$ cat src/hw/rtl/epsm_pkg.sv
package epsm_pkg;

    // Item kinds
    localparam logic [1:0] KIND_PULSE  = 2'd0;
    localparam logic [1:0] KIND_UPDATE = 2'd1;
    localparam logic [1:0] KIND_CLEAR  = 2'd2;

    // Configuration register indexes
    localparam logic CFG_MIN_INTERVAL    = 1'b0;
    localparam logic CFG_PULSES_PER_TURN = 1'b1;

    localparam logic [15:0] MIN_INTERVAL_RESET    = 16'd50;
    localparam logic [7:0]  PULSES_PER_TURN_RESET = 8'd11;

    // Field widths fixed by the interface
    localparam int MASK_W  = 2;
    localparam int COUNT_W = 32;
    localparam int SPEED_W = 16;

    // Scale factors
    localparam logic [9:0] SPEED_SCALE = 10'd1000;
    localparam logic [5:0] RPM_SCALE   = 6'd60;

    // Shared divider geometry
    localparam int NUM_W     = 42;
    localparam int DEN_W     = 32;
    localparam int ITER_W    = 6;
    localparam int RPM_NUM_W = 21;
    localparam logic [ITER_W-1:0] SPEED_ITERS = 6'd42;
    localparam logic [ITER_W-1:0] RPM_ITERS   = 6'd21;

    typedef struct packed {
        logic              start;
        logic [ITER_W-1:0] iters;
        logic [NUM_W-1:0]  num;
        logic [DEN_W-1:0]  den;
    } div_req_t;

    typedef struct packed {
        logic             done;
        logic [NUM_W-1:0] quo;
    } div_rsp_t;

    typedef enum logic [7:0] {
        ST_IDLE    = 8'b0000_0001,
        ST_UPD_CHK = 8'b0000_0010,
        ST_UPD_MUL = 8'b0000_0100,
        ST_UPD_DIV = 8'b0000_1000,
        ST_UPD_SAT = 8'b0001_0000,
        ST_RPM_MUL = 8'b0010_0000,
        ST_RPM_DIV = 8'b0100_0000,
        ST_RPT_OUT = 8'b1000_0000
    } state_t;

endpackage

$ cat src/hw/rtl/encoder_pulse_speed_meter_unit.sv
// Encoder pulse counter and speed meter for CHANNELS channels. Each accepted item
// (pulse mask, speed update at a millisecond time stamp, or channel clear) produces
// one result per channel, channel 0 first, with last set on the final one. Items are
// handled one at a time and s_ready stays low until the last result of the item has
// been placed in the output register; a stalled result side holds the item up. A
// speed update recomputes speed only for channels whose interval has run out. The
// single shared radix-2 divider takes 42 steps for each speed quotient and 21 steps
// for each RPM quotient. Speed is (count change * 1000) / elapsed ms, truncated toward
// zero and saturated to 16-bit signed; RPM is |speed| * 60 / pulses_per_turn,
// saturated to 65535. Configuration index 0 is min_interval_ms (16 bit), index 1 is
// pulses_per_turn (low 8 bits); a zero in either acts as one.
module encoder_pulse_speed_meter_unit #(
    parameter int CHANNELS = 2
) (
    input  logic               aclk,
    input  logic               aresetn,

    input  logic               s_valid,
    output logic               s_ready,
    input  logic [1:0]         s_kind,
    input  logic [1:0]         s_pulse_mask,
    input  logic [31:0]        s_now_ms,
    input  logic               s_channel,

    output logic               m_valid,
    input  logic               m_ready,
    output logic               m_report_channel,
    output logic signed [31:0] m_pulse_total,
    output logic signed [15:0] m_pulses_per_second,
    output logic [15:0]        m_turns_per_minute,
    output logic               m_last,

    input  logic               cfg_valid,
    output logic               cfg_ready,
    input  logic               cfg_index,
    input  logic [15:0]        cfg_data
);
    import epsm_pkg::*;

    localparam int CH_W = (CHANNELS > 1) ? $clog2(CHANNELS) : 1;

    // Configuration
    logic [15:0] min_interval_reg;
    logic [7:0]  ppt_reg;

    // Per-channel state
    logic [COUNT_W-1:0] count_now_reg [CHANNELS];
    logic [COUNT_W-1:0] count_at_reg  [CHANNELS];
    logic [31:0]        time_at_reg   [CHANNELS];
    logic [SPEED_W-1:0] speed_reg     [CHANNELS];

    // Sequencer
    state_t            state_reg, state_next;
    logic [CH_W-1:0]   chan_reg, chan_next;
    logic [31:0]       now_reg;
    logic              neg_reg;
    logic [COUNT_W-1:0] dc_mag_reg;
    logic [31:0]       dt_reg;

    // Output register
    logic               m_valid_reg;
    logic               out_chan_reg;
    logic [COUNT_W-1:0] out_total_reg;
    logic [SPEED_W-1:0] out_speed_reg;
    logic [15:0]        out_rpm_reg;
    logic               out_last_reg;

    logic [CHANNELS-1:0] hit;
    logic                s_xfer;
    logic                slot_free;
    logic                chan_last;
    logic [31:0]         dt;
    logic [15:0]         min_eff;
    logic                due;
    logic [COUNT_W-1:0]  diff;
    logic [COUNT_W-1:0]  diff_mag;
    logic [NUM_W-1:0]    speed_prod;
    logic [SPEED_W-1:0]  spd;
    logic [SPEED_W:0]    spd_mag;
    logic [RPM_NUM_W-1:0] rpm_prod;
    logic [7:0]          ppt_eff;
    logic [NUM_W-1:0]    quo;
    logic [SPEED_W-1:0]  speed_sat;
    logic [15:0]         rpm_sat;
    div_req_t            div_req;
    div_rsp_t            div_rsp;

    // Mask bits beyond the mask field never reach a channel
    for (genvar g = 0; g < CHANNELS; g++) begin : g_hit
        assign hit[g] = (g < MASK_W) ? s_pulse_mask[g % MASK_W] : 1'b0;
    end

    assign s_ready   = (state_reg == ST_IDLE);
    assign s_xfer    = s_valid && s_ready;
    assign slot_free = !m_valid_reg || m_ready;
    assign chan_last = (chan_reg == CH_W'(CHANNELS - 1));
    assign cfg_ready = 1'b1;

    // Interval check for the selected channel
    assign min_eff = (min_interval_reg == 16'd0) ? 16'd1 : min_interval_reg;
    assign dt      = now_reg - time_at_reg[chan_reg];
    assign due     = (dt >= {16'd0, min_eff});

    // Count change as sign and magnitude
    assign diff     = count_now_reg[chan_reg] - count_at_reg[chan_reg];
    assign diff_mag = diff[COUNT_W-1] ? (COUNT_W'(0) - diff) : diff;

    assign speed_prod = NUM_W'(dc_mag_reg) * NUM_W'(SPEED_SCALE);

    // RPM numerator from the held speed
    assign spd      = speed_reg[chan_reg];
    assign spd_mag  = spd[SPEED_W-1] ? ((SPEED_W+1)'(0) - {spd[SPEED_W-1], spd})
                                     : {1'b0, spd};
    assign rpm_prod = RPM_NUM_W'(spd_mag) * RPM_NUM_W'(RPM_SCALE);
    assign ppt_eff  = (ppt_reg == 8'd0) ? 8'd1 : ppt_reg;

    // Feed the shared divider
    always_comb begin
        div_req.start = (state_reg == ST_UPD_MUL) || (state_reg == ST_RPM_MUL);
        if (state_reg == ST_UPD_MUL) begin
            div_req.iters = SPEED_ITERS;
            div_req.num   = speed_prod;
            div_req.den   = dt_reg;
        end else begin
            div_req.iters = RPM_ITERS;
            div_req.num   = {rpm_prod, (NUM_W-RPM_NUM_W)'(0)};
            div_req.den   = DEN_W'(ppt_eff);
        end
    end

    epsm_div u_div (
        .aclk    (aclk),
        .aresetn (aresetn),
        .req     (div_req),
        .rsp     (div_rsp)
    );

    assign quo = div_rsp.quo;

    // Saturate the speed quotient and restore its sign
    always_comb begin
        if (neg_reg) begin
            if (quo > NUM_W'(32768)) begin
                speed_sat = 16'h8000;
            end else begin
                speed_sat = 16'd0 - quo[15:0];
            end
        end else begin
            if (quo > NUM_W'(32767)) begin
                speed_sat = 16'h7fff;
            end else begin
                speed_sat = quo[15:0];
            end
        end
    end

    assign rpm_sat = (quo[RPM_NUM_W-1:0] > RPM_NUM_W'(65535)) ? 16'hffff : quo[15:0];

    // Next state and channel
    always_comb begin
        state_next = state_reg;
        chan_next  = chan_reg;
        case (state_reg)
            ST_IDLE: begin
                if (s_valid) begin
                    chan_next  = '0;
                    state_next = (s_kind == KIND_UPDATE) ? ST_UPD_CHK : ST_RPM_MUL;
                end
            end
            ST_UPD_CHK: begin
                if (due) begin
                    state_next = ST_UPD_MUL;
                end else if (chan_last) begin
                    chan_next  = '0;
                    state_next = ST_RPM_MUL;
                end else begin
                    chan_next = chan_reg + CH_W'(1);
                end
            end
            ST_UPD_MUL: begin
                state_next = ST_UPD_DIV;
            end
            ST_UPD_DIV: begin
                if (div_rsp.done) begin
                    state_next = ST_UPD_SAT;
                end
            end
            ST_UPD_SAT: begin
                if (chan_last) begin
                    chan_next  = '0;
                    state_next = ST_RPM_MUL;
                end else begin
                    chan_next  = chan_reg + CH_W'(1);
                    state_next = ST_UPD_CHK;
                end
            end
            ST_RPM_MUL: begin
                state_next = ST_RPM_DIV;
            end
            ST_RPM_DIV: begin
                if (div_rsp.done) begin
                    state_next = ST_RPT_OUT;
                end
            end
            ST_RPT_OUT: begin
                if (slot_free) begin
                    if (chan_last) begin
                        state_next = ST_IDLE;
                    end else begin
                        chan_next  = chan_reg + CH_W'(1);
                        state_next = ST_RPM_MUL;
                    end
                end
            end
            default: begin
                state_next = ST_IDLE;
            end
        endcase
    end

    // Sequencer and configuration registers
    always_ff @(posedge aclk) begin
        if (!aresetn) begin
            state_reg        <= ST_IDLE;
            chan_reg         <= '0;
            min_interval_reg <= MIN_INTERVAL_RESET;
            ppt_reg          <= PULSES_PER_TURN_RESET;
        end else begin
            state_reg <= state_next;
            chan_reg  <= chan_next;
            if (cfg_valid && cfg_ready) begin
                if (cfg_index == CFG_MIN_INTERVAL) begin
                    min_interval_reg <= cfg_data;
                end else begin
                    ppt_reg <= cfg_data[7:0];
                end
            end
        end
    end

    // Per-channel state: pulses and clears on transfer, latch on speed update
    always_ff @(posedge aclk) begin
        if (!aresetn) begin
            for (int c = 0; c < CHANNELS; c++) begin
                count_now_reg[c] <= '0;
                count_at_reg[c]  <= '0;
                time_at_reg[c]   <= '0;
                speed_reg[c]     <= '0;
            end
        end else begin
            if (s_xfer && (s_kind == KIND_PULSE)) begin
                for (int c = 0; c < CHANNELS; c++) begin
                    if (hit[c]) begin
                        count_now_reg[c] <= count_now_reg[c] + COUNT_W'(1);
                    end
                end
            end
            if (s_xfer && (s_kind == KIND_CLEAR)) begin
                for (int c = 0; c < CHANNELS; c++) begin
                    if (32'(s_channel) == 32'(c)) begin
                        count_now_reg[c] <= '0;
                        count_at_reg[c]  <= '0;
                        time_at_reg[c]   <= '0;
                        speed_reg[c]     <= '0;
                    end
                end
            end
            if (state_reg == ST_UPD_SAT) begin
                speed_reg[chan_reg]    <= speed_sat;
                count_at_reg[chan_reg] <= count_now_reg[chan_reg];
                time_at_reg[chan_reg]  <= now_reg;
            end
        end
    end

    // Item time stamp and speed operands
    always_ff @(posedge aclk) begin
        if (s_xfer) begin
            now_reg <= s_now_ms;
        end
        if (state_reg == ST_UPD_CHK) begin
            neg_reg    <= diff[COUNT_W-1];
            dc_mag_reg <= diff_mag;
            dt_reg     <= dt;
        end
    end

    // Output register: load a result when the slot is free, drop valid on transfer
    always_ff @(posedge aclk) begin
        if (!aresetn) begin
            m_valid_reg <= 1'b0;
        end else if ((state_reg == ST_RPT_OUT) && slot_free) begin
            m_valid_reg <= 1'b1;
        end else if (m_ready) begin
            m_valid_reg <= 1'b0;
        end
    end

    always_ff @(posedge aclk) begin
        if ((state_reg == ST_RPT_OUT) && slot_free) begin
            out_chan_reg  <= chan_reg[0];
            out_total_reg <= count_now_reg[chan_reg];
            out_speed_reg <= spd;
            out_rpm_reg   <= rpm_sat;
            out_last_reg  <= chan_last;
        end
    end

    assign m_valid             = m_valid_reg;
    assign m_report_channel    = out_chan_reg;
    assign m_pulse_total       = $signed(out_total_reg);
    assign m_pulses_per_second = $signed(out_speed_reg);
    assign m_turns_per_minute  = out_rpm_reg;
    assign m_last              = out_last_reg;

endmodule

$ cat src/hw/rtl/epsm_div.sv
module epsm_div (
    input  logic               aclk,
    input  logic               aresetn,
    input  epsm_pkg::div_req_t req,
    output epsm_pkg::div_rsp_t rsp
);
    import epsm_pkg::*;

    logic              busy_reg;
    logic              done_reg;
    logic [ITER_W-1:0] cnt_reg;
    logic [NUM_W-1:0]  num_reg;
    logic [DEN_W-1:0]  rem_reg;
    logic [DEN_W-1:0]  den_reg;
    logic [DEN_W+1:0]  trial;
    logic              borrow;

    // Trial subtract of the divisor from the shifted partial remainder
    assign trial  = {1'b0, rem_reg, num_reg[NUM_W-1]} - {2'b00, den_reg};
    assign borrow = trial[DEN_W+1];

    // Control: one quotient bit per cycle, pulse done after the final bit
    always_ff @(posedge aclk) begin
        if (!aresetn) begin
            busy_reg <= 1'b0;
            done_reg <= 1'b0;
            cnt_reg  <= '0;
        end else begin
            done_reg <= busy_reg && (cnt_reg == ITER_W'(1));
            if (req.start) begin
                busy_reg <= 1'b1;
                cnt_reg  <= req.iters;
            end else if (busy_reg) begin
                cnt_reg <= cnt_reg - ITER_W'(1);
                if (cnt_reg == ITER_W'(1)) begin
                    busy_reg <= 1'b0;
                end
            end
        end
    end

    // Datapath: restoring division, quotient bits shift in at the bottom
    always_ff @(posedge aclk) begin
        if (req.start) begin
            num_reg <= req.num;
            den_reg <= req.den;
            rem_reg <= '0;
        end else if (busy_reg) begin
            num_reg <= {num_reg[NUM_W-2:0], ~borrow};
            if (!borrow) begin
                rem_reg <= trial[DEN_W-1:0];
            end else begin
                rem_reg <= {rem_reg[DEN_W-2:0], num_reg[NUM_W-1]};
            end
        end
    end

    assign rsp.done = done_reg;
    assign rsp.quo  = num_reg;

endmodule

$ cat config.mk
export PLATFORM = sky130hd
export DESIGN_NAME = encoder_pulse_speed_meter_unit
export DESIGN_NICKNAME = d
export VERILOG_FILES = /design/src/hw/rtl/epsm_pkg.sv /design/src/hw/rtl/encoder_pulse_speed_meter_unit.sv /design/src/hw/rtl/epsm_div.sv
export SDC_FILE = /design/constraint.sdc
export NUM_CORES = 1
export LEC_CHECK = 0
export BUFFER_PORTS_ARGS = -buffer_cell sky130_fd_sc_hd__buf_2
export CORE_UTILIZATION = 52
export CTS_BUF_LIST = sky130_fd_sc_hd__clkbuf_16
export CTS_CLUSTER_SIZE = 28
export DETAILED_ROUTE_END_ITERATION = 10
export PLACE_DENSITY = 0.76
export SLEW_MARGIN = 15
export SYNTH_ARGS = -nofsm -noshare
export SYNTH_HDL_FRONTEND = slang
export SYNTH_SLANG_ARGS = --single-unit
$ cat constraint.sdc
create_clock -name aclk -period 23 [get_ports aclk]
set_clock_uncertainty 0.1 [all_clocks]
set_input_delay 0 -clock aclk [delete_from_list [all_inputs] [get_ports aclk]]
set_output_delay 0 -clock aclk [all_outputs]
set_load 0.01 [all_outputs]
After elaboration in Yosys (flattened, before gate mapping)
Memory sizes are Yosys's and may differ from the RTL's. A register that Yosys moved wholly into a read port is not among the register bits.
Cells that the tools add are included.
{"block": "totals", "reg_bits": 310, "mem_bits_rw": 224, "input_bits": 59, "output_inout_bits": 69, "wordCells": 172, "n_memories": 4}
{"block": "op_classes", "n_addsub": 10, "multipliers": 2, "n_lt_le_gt_ge": 4, "eq_ne": 17, "mux": 81, "n_bitwise": 12, "n_reduce_logical": 21}
{"name": "count_at_reg", "words": 2, "word_bits": 32, "read_ports": 1, "rd_ports_with_merged_regs": 1, "write_ports": 2, "line": "encoder_pulse_speed_meter_unit.sv:48", "text": "logic [COUNT_W-1:0] count_at_reg [CHANNELS];"}
{"name": "count_now_reg", "words": 2, "word_bits": 32, "read_ports": 3, "rd_ports_with_merged_regs": 1, "write_ports": 2, "line": "encoder_pulse_speed_meter_unit.sv:47", "text": "logic [COUNT_W-1:0] count_now_reg [CHANNELS];"}
{"name": "time_at_reg", "words": 2, "word_bits": 32, "read_ports": 1, "rd_ports_with_merged_regs": 1, "write_ports": 2, "line": "encoder_pulse_speed_meter_unit.sv:49", "text": "logic [31:0] time_at_reg [CHANNELS];"}
{"name": "speed_reg", "words": 2, "word_bits": 16, "read_ports": 1, "rd_ports_with_merged_regs": 1, "write_ports": 2, "line": "encoder_pulse_speed_meter_unit.sv:50", "text": "logic [SPEED_W-1:0] speed_reg [CHANNELS];"}
{"cell": "32-bit 2-to-1 mux", "count": 11}
{"cell": "16-bit 2-to-1 mux", "count": 7}
{"cell": "42-bit 2-to-1 mux", "count": 2}
{"cell": "80-bit 2-to-1 mux", "count": 1}
{"cell": "32-bit by 1-bit adder with 32-bit output, second input constant", "count": 2}
{"cell": "8-bit case mux with 8 select lines", "count": 1}
{"cell": "32-bit OR reduction", "count": 2}
{"cell": "32-bit subtractor", "count": 2}
{"cell": "8-bit 2-to-1 mux", "count": 7}
{"cell": "1-bit 2-to-1 mux", "count": 44}
{"cell": "42-bit by 15-bit > comparator with 1-bit output, second input constant", "count": 1}
{"cell": "42-bit by 16-bit > comparator with 1-bit output, second input constant", "count": 1}
{"cell": "32-bit by 7-bit multiplier with 39-bit output, second input constant", "count": 1}
{"cell": "33-bit by 32-bit subtractor with 34-bit output", "count": 1}
{"cell": "32-bit by 16-bit >= comparator with 1-bit output", "count": 1}
{"cell": "1-bit by 32-bit subtractor with 32-bit output, first input constant", "count": 1}
{"cell": "31-bit 2-to-1 mux", "count": 1}
{"cell": "6-bit 2-to-1 mux", "count": 5}
{"cell": "21-bit by 16-bit > comparator with 1-bit output, second input constant", "count": 1}
{"cell": "17-bit by 4-bit multiplier with 19-bit output, second input constant", "count": 1}
{"cell": "17-bit 2-to-1 mux", "count": 1}
{"cell": "1-bit by 16-bit subtractor with 17-bit output, first input constant", "count": 1}
{"cell": "16-bit zero test", "count": 1}
{"cell": "16-bit OR reduction", "count": 1}
{"cell": "other kinds (30)", "count": 50}

Longest topological paths before layout
{"block": "logic_depth", "word_depth": 8, "depth_mapped": 27, "depth_no_buf": 26}

Hierarchy
From an unflattened synthesis, not the netlist that was laid out.
{"block": "unflattened", "cells_unflattened": 3523, "hier_area_um2": 36472.5}
{"module": "encoder_pulse_speed_meter_unit", "instances": 1, "cells_each": 2874, "area_per_inst_um2": 29802.3, "seq_area_each_um2": 12291.8}
{"module": "epsm_div", "instances": 1, "cells_each": 649, "area_per_inst_um2": 6670.1, "seq_area_each_um2": 3022.9}

Worst setup path after synthesis
Ideal clock, no wire load.
{"block": "synth_timing", "path_kind": "register to register", "from": "register state_reg[1]", "to": "memory count_at_reg[0][0] (enable)", "setup_ns": 0.792, "arrival_ns": 10.368, "t_required_ns": 22.108, "path_slack_ns": 11.739, "path_stages_with_launch": 6, "path_buffers": 0, "period_less_slack_ns": 11.261, "cell_sequence": "dfxtp_1 -> nor2_1 -> and3_1 -> nand3b_1 -> or3_1 -> o311ai_0"}
{"element": "from (decl)", "line": "encoder_pulse_speed_meter_unit.sv:53", "text": "state_t state_reg, state_next;"}
{"element": "from (signal assigned)", "line": "encoder_pulse_speed_meter_unit.sv:229", "text": "state_reg <= state_next;"}
{"element": "to (decl)", "line": "encoder_pulse_speed_meter_unit.sv:48"}

==> impl_metrics.env <==
export IMPL_nets=3992
export IMPL_cts_tree="built"
export IMPL_area_growth_syn_to_layout_pct=12.98
export IMPL_clkTransAtPathRegs_ns=0.06
export IMPL_yosysSeqAreaShare_pct=43.80
export IMPL_row_count=94
export IMPL_worstMarginPinSlew_ns=1.038
export IMPL_cts_resized=0
export IMPL_post_cts_buffers=0
export IMPL_routed_via_count=25070
export IMPL_ys_seq_elements=535
export IMPL_path_max_fanout=41
export IMPL_synthFlopType="edfxtp_1"
export IMPL_status="finished with violations"
export IMPL_finalHoldViolCount=0
export IMPL_io_pin_count=128
export IMPL_drt_iter0_markers=2006
export IMPL_ys_top_cells_by_area="edfxtp_1, fa_1, ha_1, dfxtp_1, inv_1"
export IMPL_period_minus_slack_ns=6.488
export IMPL_grt_pass1_wl_mm=124.5
export IMPL_syn_inst=3336
export IMPL_place_hpwl_mm=53.97
export IMPL_antenna_found_initial=0
export IMPL_dpl_cell_area_sq_um=36570
export IMPL_hold_class="primary input to flop"
export IMPL_place_gp_congestion=0.9067
export IMPL_setup_viol=0
export IMPL_cts_root_buffer="clkbuf_16"
export IMPL_numCtsBuffers=55
export IMPL_critPathMaxStageDelay_ns=0.83
export IMPL_fin_crit_sh_pct=28.21
export IMPL_cts_buffer_depth=3
export IMPL_power_density_nw_per_um2=110.5
export IMPL_relSlewSlack_pct=30.24
export IMPL_grt_max_degree=76
export IMPL_synth_distinct_cells=81
export IMPL_initial_core_util_pct=52.90
export IMPL_synth_area_leader_cell="edfxtp_1"
export IMPL_htree_levels=2
export IMPL_drive_gt1_share_pct=7.769
export IMPL_avgRoutedWirePerCell_microns=17.19
export IMPL_cts_sinks=535
export IMPL_cellLeakagePower_nw=16.34
export IMPL_yosysMostFrequentCell="edfxtp_1"
export IMPL_timing_fmax_ghz=0.1541
export IMPL_maxSlewViolCount=0
export IMPL_ant_nets=0
export IMPL_drc=6
export IMPL_firstDrtPassIters=10
export IMPL_via_per_inst=5.610
export IMPL_post_route_cell_area_sq_um=39500
export IMPL_synth_edf_count=460
export IMPL_rrSetupSlack_ns=16.51
export IMPL_die_h_microns=261.3
export IMPL_portBuffers=126
export IMPL_core_area_sq_um=66100
export IMPL_wl_mm=76.83
export IMPL_ir_drop_v=0.00007389
export IMPL_crit_chain="buf_4 -> buf_4 -> mux2i_1 -> ha_1 -> and3_1 -> a22o_1 -> a311oi_2 -> a21oi_1 -> o21ba_1 -> o2111a_1 -> a311oi_2 -> or4b_1 -> or2_0 -> or4_4 -> o41ai_2 -> xnor2_1"
export IMPL_crit_slowest_cell="dfxtp_4"
export IMPL_drv_cap=0
export IMPL_required_ns=23.26
export IMPL_start_kind="flop"
export IMPL_yosys_top_cells_count="edfxtp_1, inv_1, nor2_1"
export IMPL_syn_area_per_cell_sq_um=10.48
export IMPL_dieArea_sq_um=68280
export IMPL_tns_ns=0
export IMPL_async_flop_share_pct=0
export IMPL_rsz0062_at_grt="false"
export IMPL_overflow=0
export IMPL_cts_hold_buffers=114
export IMPL_grtUsageTotal_pct=22.46
export IMPL_grt_pass1_vias=24530
export IMPL_clock_latency_ns=0.63
export IMPL_synth_top_area_share_pct=39.51
export IMPL_violations="DRC"
export IMPL_arrival_ns=6.75
export IMPL_worstSetupPathType="flop to flop"
export IMPL_netlist_area_sq_um=34960
export IMPL_ys_warnings_count=0
export IMPL_die_w_microns=261.3
export IMPL_endpoint_kind="flop"
[stage by stage]
stage / util, % / instances / setup slack, ns / hold slack [ns] / total power [mW]
after floorplan: - / 3337 / 11.74 / -0.001131 / 3.017
after global placement: 55.33 / 4252 / 16.62 / 0.07648 / 3.396
after detailed placement: 55.33 / 4252 / 16.54 / 0.07812 / 3.440
after CTS: 59.76 / 4468 / 16.52 / 0.001720 / 4.360
after global routing: 59.76 / 4468 / 16.12 / 0.01142 / 4.701
final: 59.76 / 4469 / 16.51 / 0.02503 / 4.364
[path summary, 6_finish.rpt]
kind,from,to,cells past startpoint
setup / recovery,flop,dc_mag_reg[30],16
setup reg to reg,flop,dc_mag_reg[30],16
hold / removal,s_now_ms[26],now_reg[26],2
hold reg to reg,ppt_reg[4],ppt_reg[4],2
[cell families after synthesis]
group	count (synthesis)	share of synthesized area, %
mux	143	4.126
compound gates	649	11.72
fa+ha+maj	374	16.63
flops	535	43.80
other cells	2	0.02148
xor+xnor	230	5.761
simple gates	936	12.88
buf+inv	467	5.067
[worst max-delay path: cells and delay by family, from the launching register on]
family                     cells  cell delay, ns
xor gates and xnor gates       1            0.10
buffers and inverters          2            1.35
muxes                          1            0.27
and+or+nand+nor                4            1.45
AOI/OAI and AO/OA              7            1.77
adders and majority gates      1            0.28
DFF                            1            0.83
[power breakdown]
part	internal, mW	switching (mW)	leakage, nW
sequential	1.19	0.0745	5.10
combinational	0.962	1.25	10.4
clock	0.503	0.385	0.896
[final cells by class]
cell class                      count  area [sq um]
Fill cell                        5349         26600
Clock inverter                     47         407.9
Inverter                          365          1370
Antenna cell                        1         2.502
Clock buffer                       55          1376
Sequential cell                   535         15320
Multi-Input combinational cell   2335         17970
Tap cell                          864          1081
Timing Repair Buffer              267          1974
[placed cells by master, fill, tap and decap left out, drive strengths merged, types with 7 or more instances in the layout]
cell and instances:
o21ai 146, o31ai 15, a21o 70, and3 89, nor2 293, a211oi 27
nand2 218, nand3 69, o21bai 19, edfxtp 460, or2 11, nor2b 31
mux2i 134, nand4 20, a21oi 213, nand2b 34, ha 223, nand3b 7
clkbuf 55, dlygate4sd3 114, a31oi 26, clkinv 29, nor3b 10, mux2 9
xnor2 129, o211ai 13, fa 151, nor4 17, inv 374, buf 153
dfxtp 75, o21a 26, xor2 101, or3 31, nor3 48, and2 39
[per-layer routing]
metal / GRT usage, % / up-vias / wire length, microns
met1: 30.99 / 11980 / 34800
li1: - / 12200 / -
met5: 0 / - / 0
met2: 36.68 / 725 / 35530
met4: 6.993 / 0 / 2160
met3: 3.204 / 160 / 4339
No activity file was read; power rests on OpenSTA's default activity.
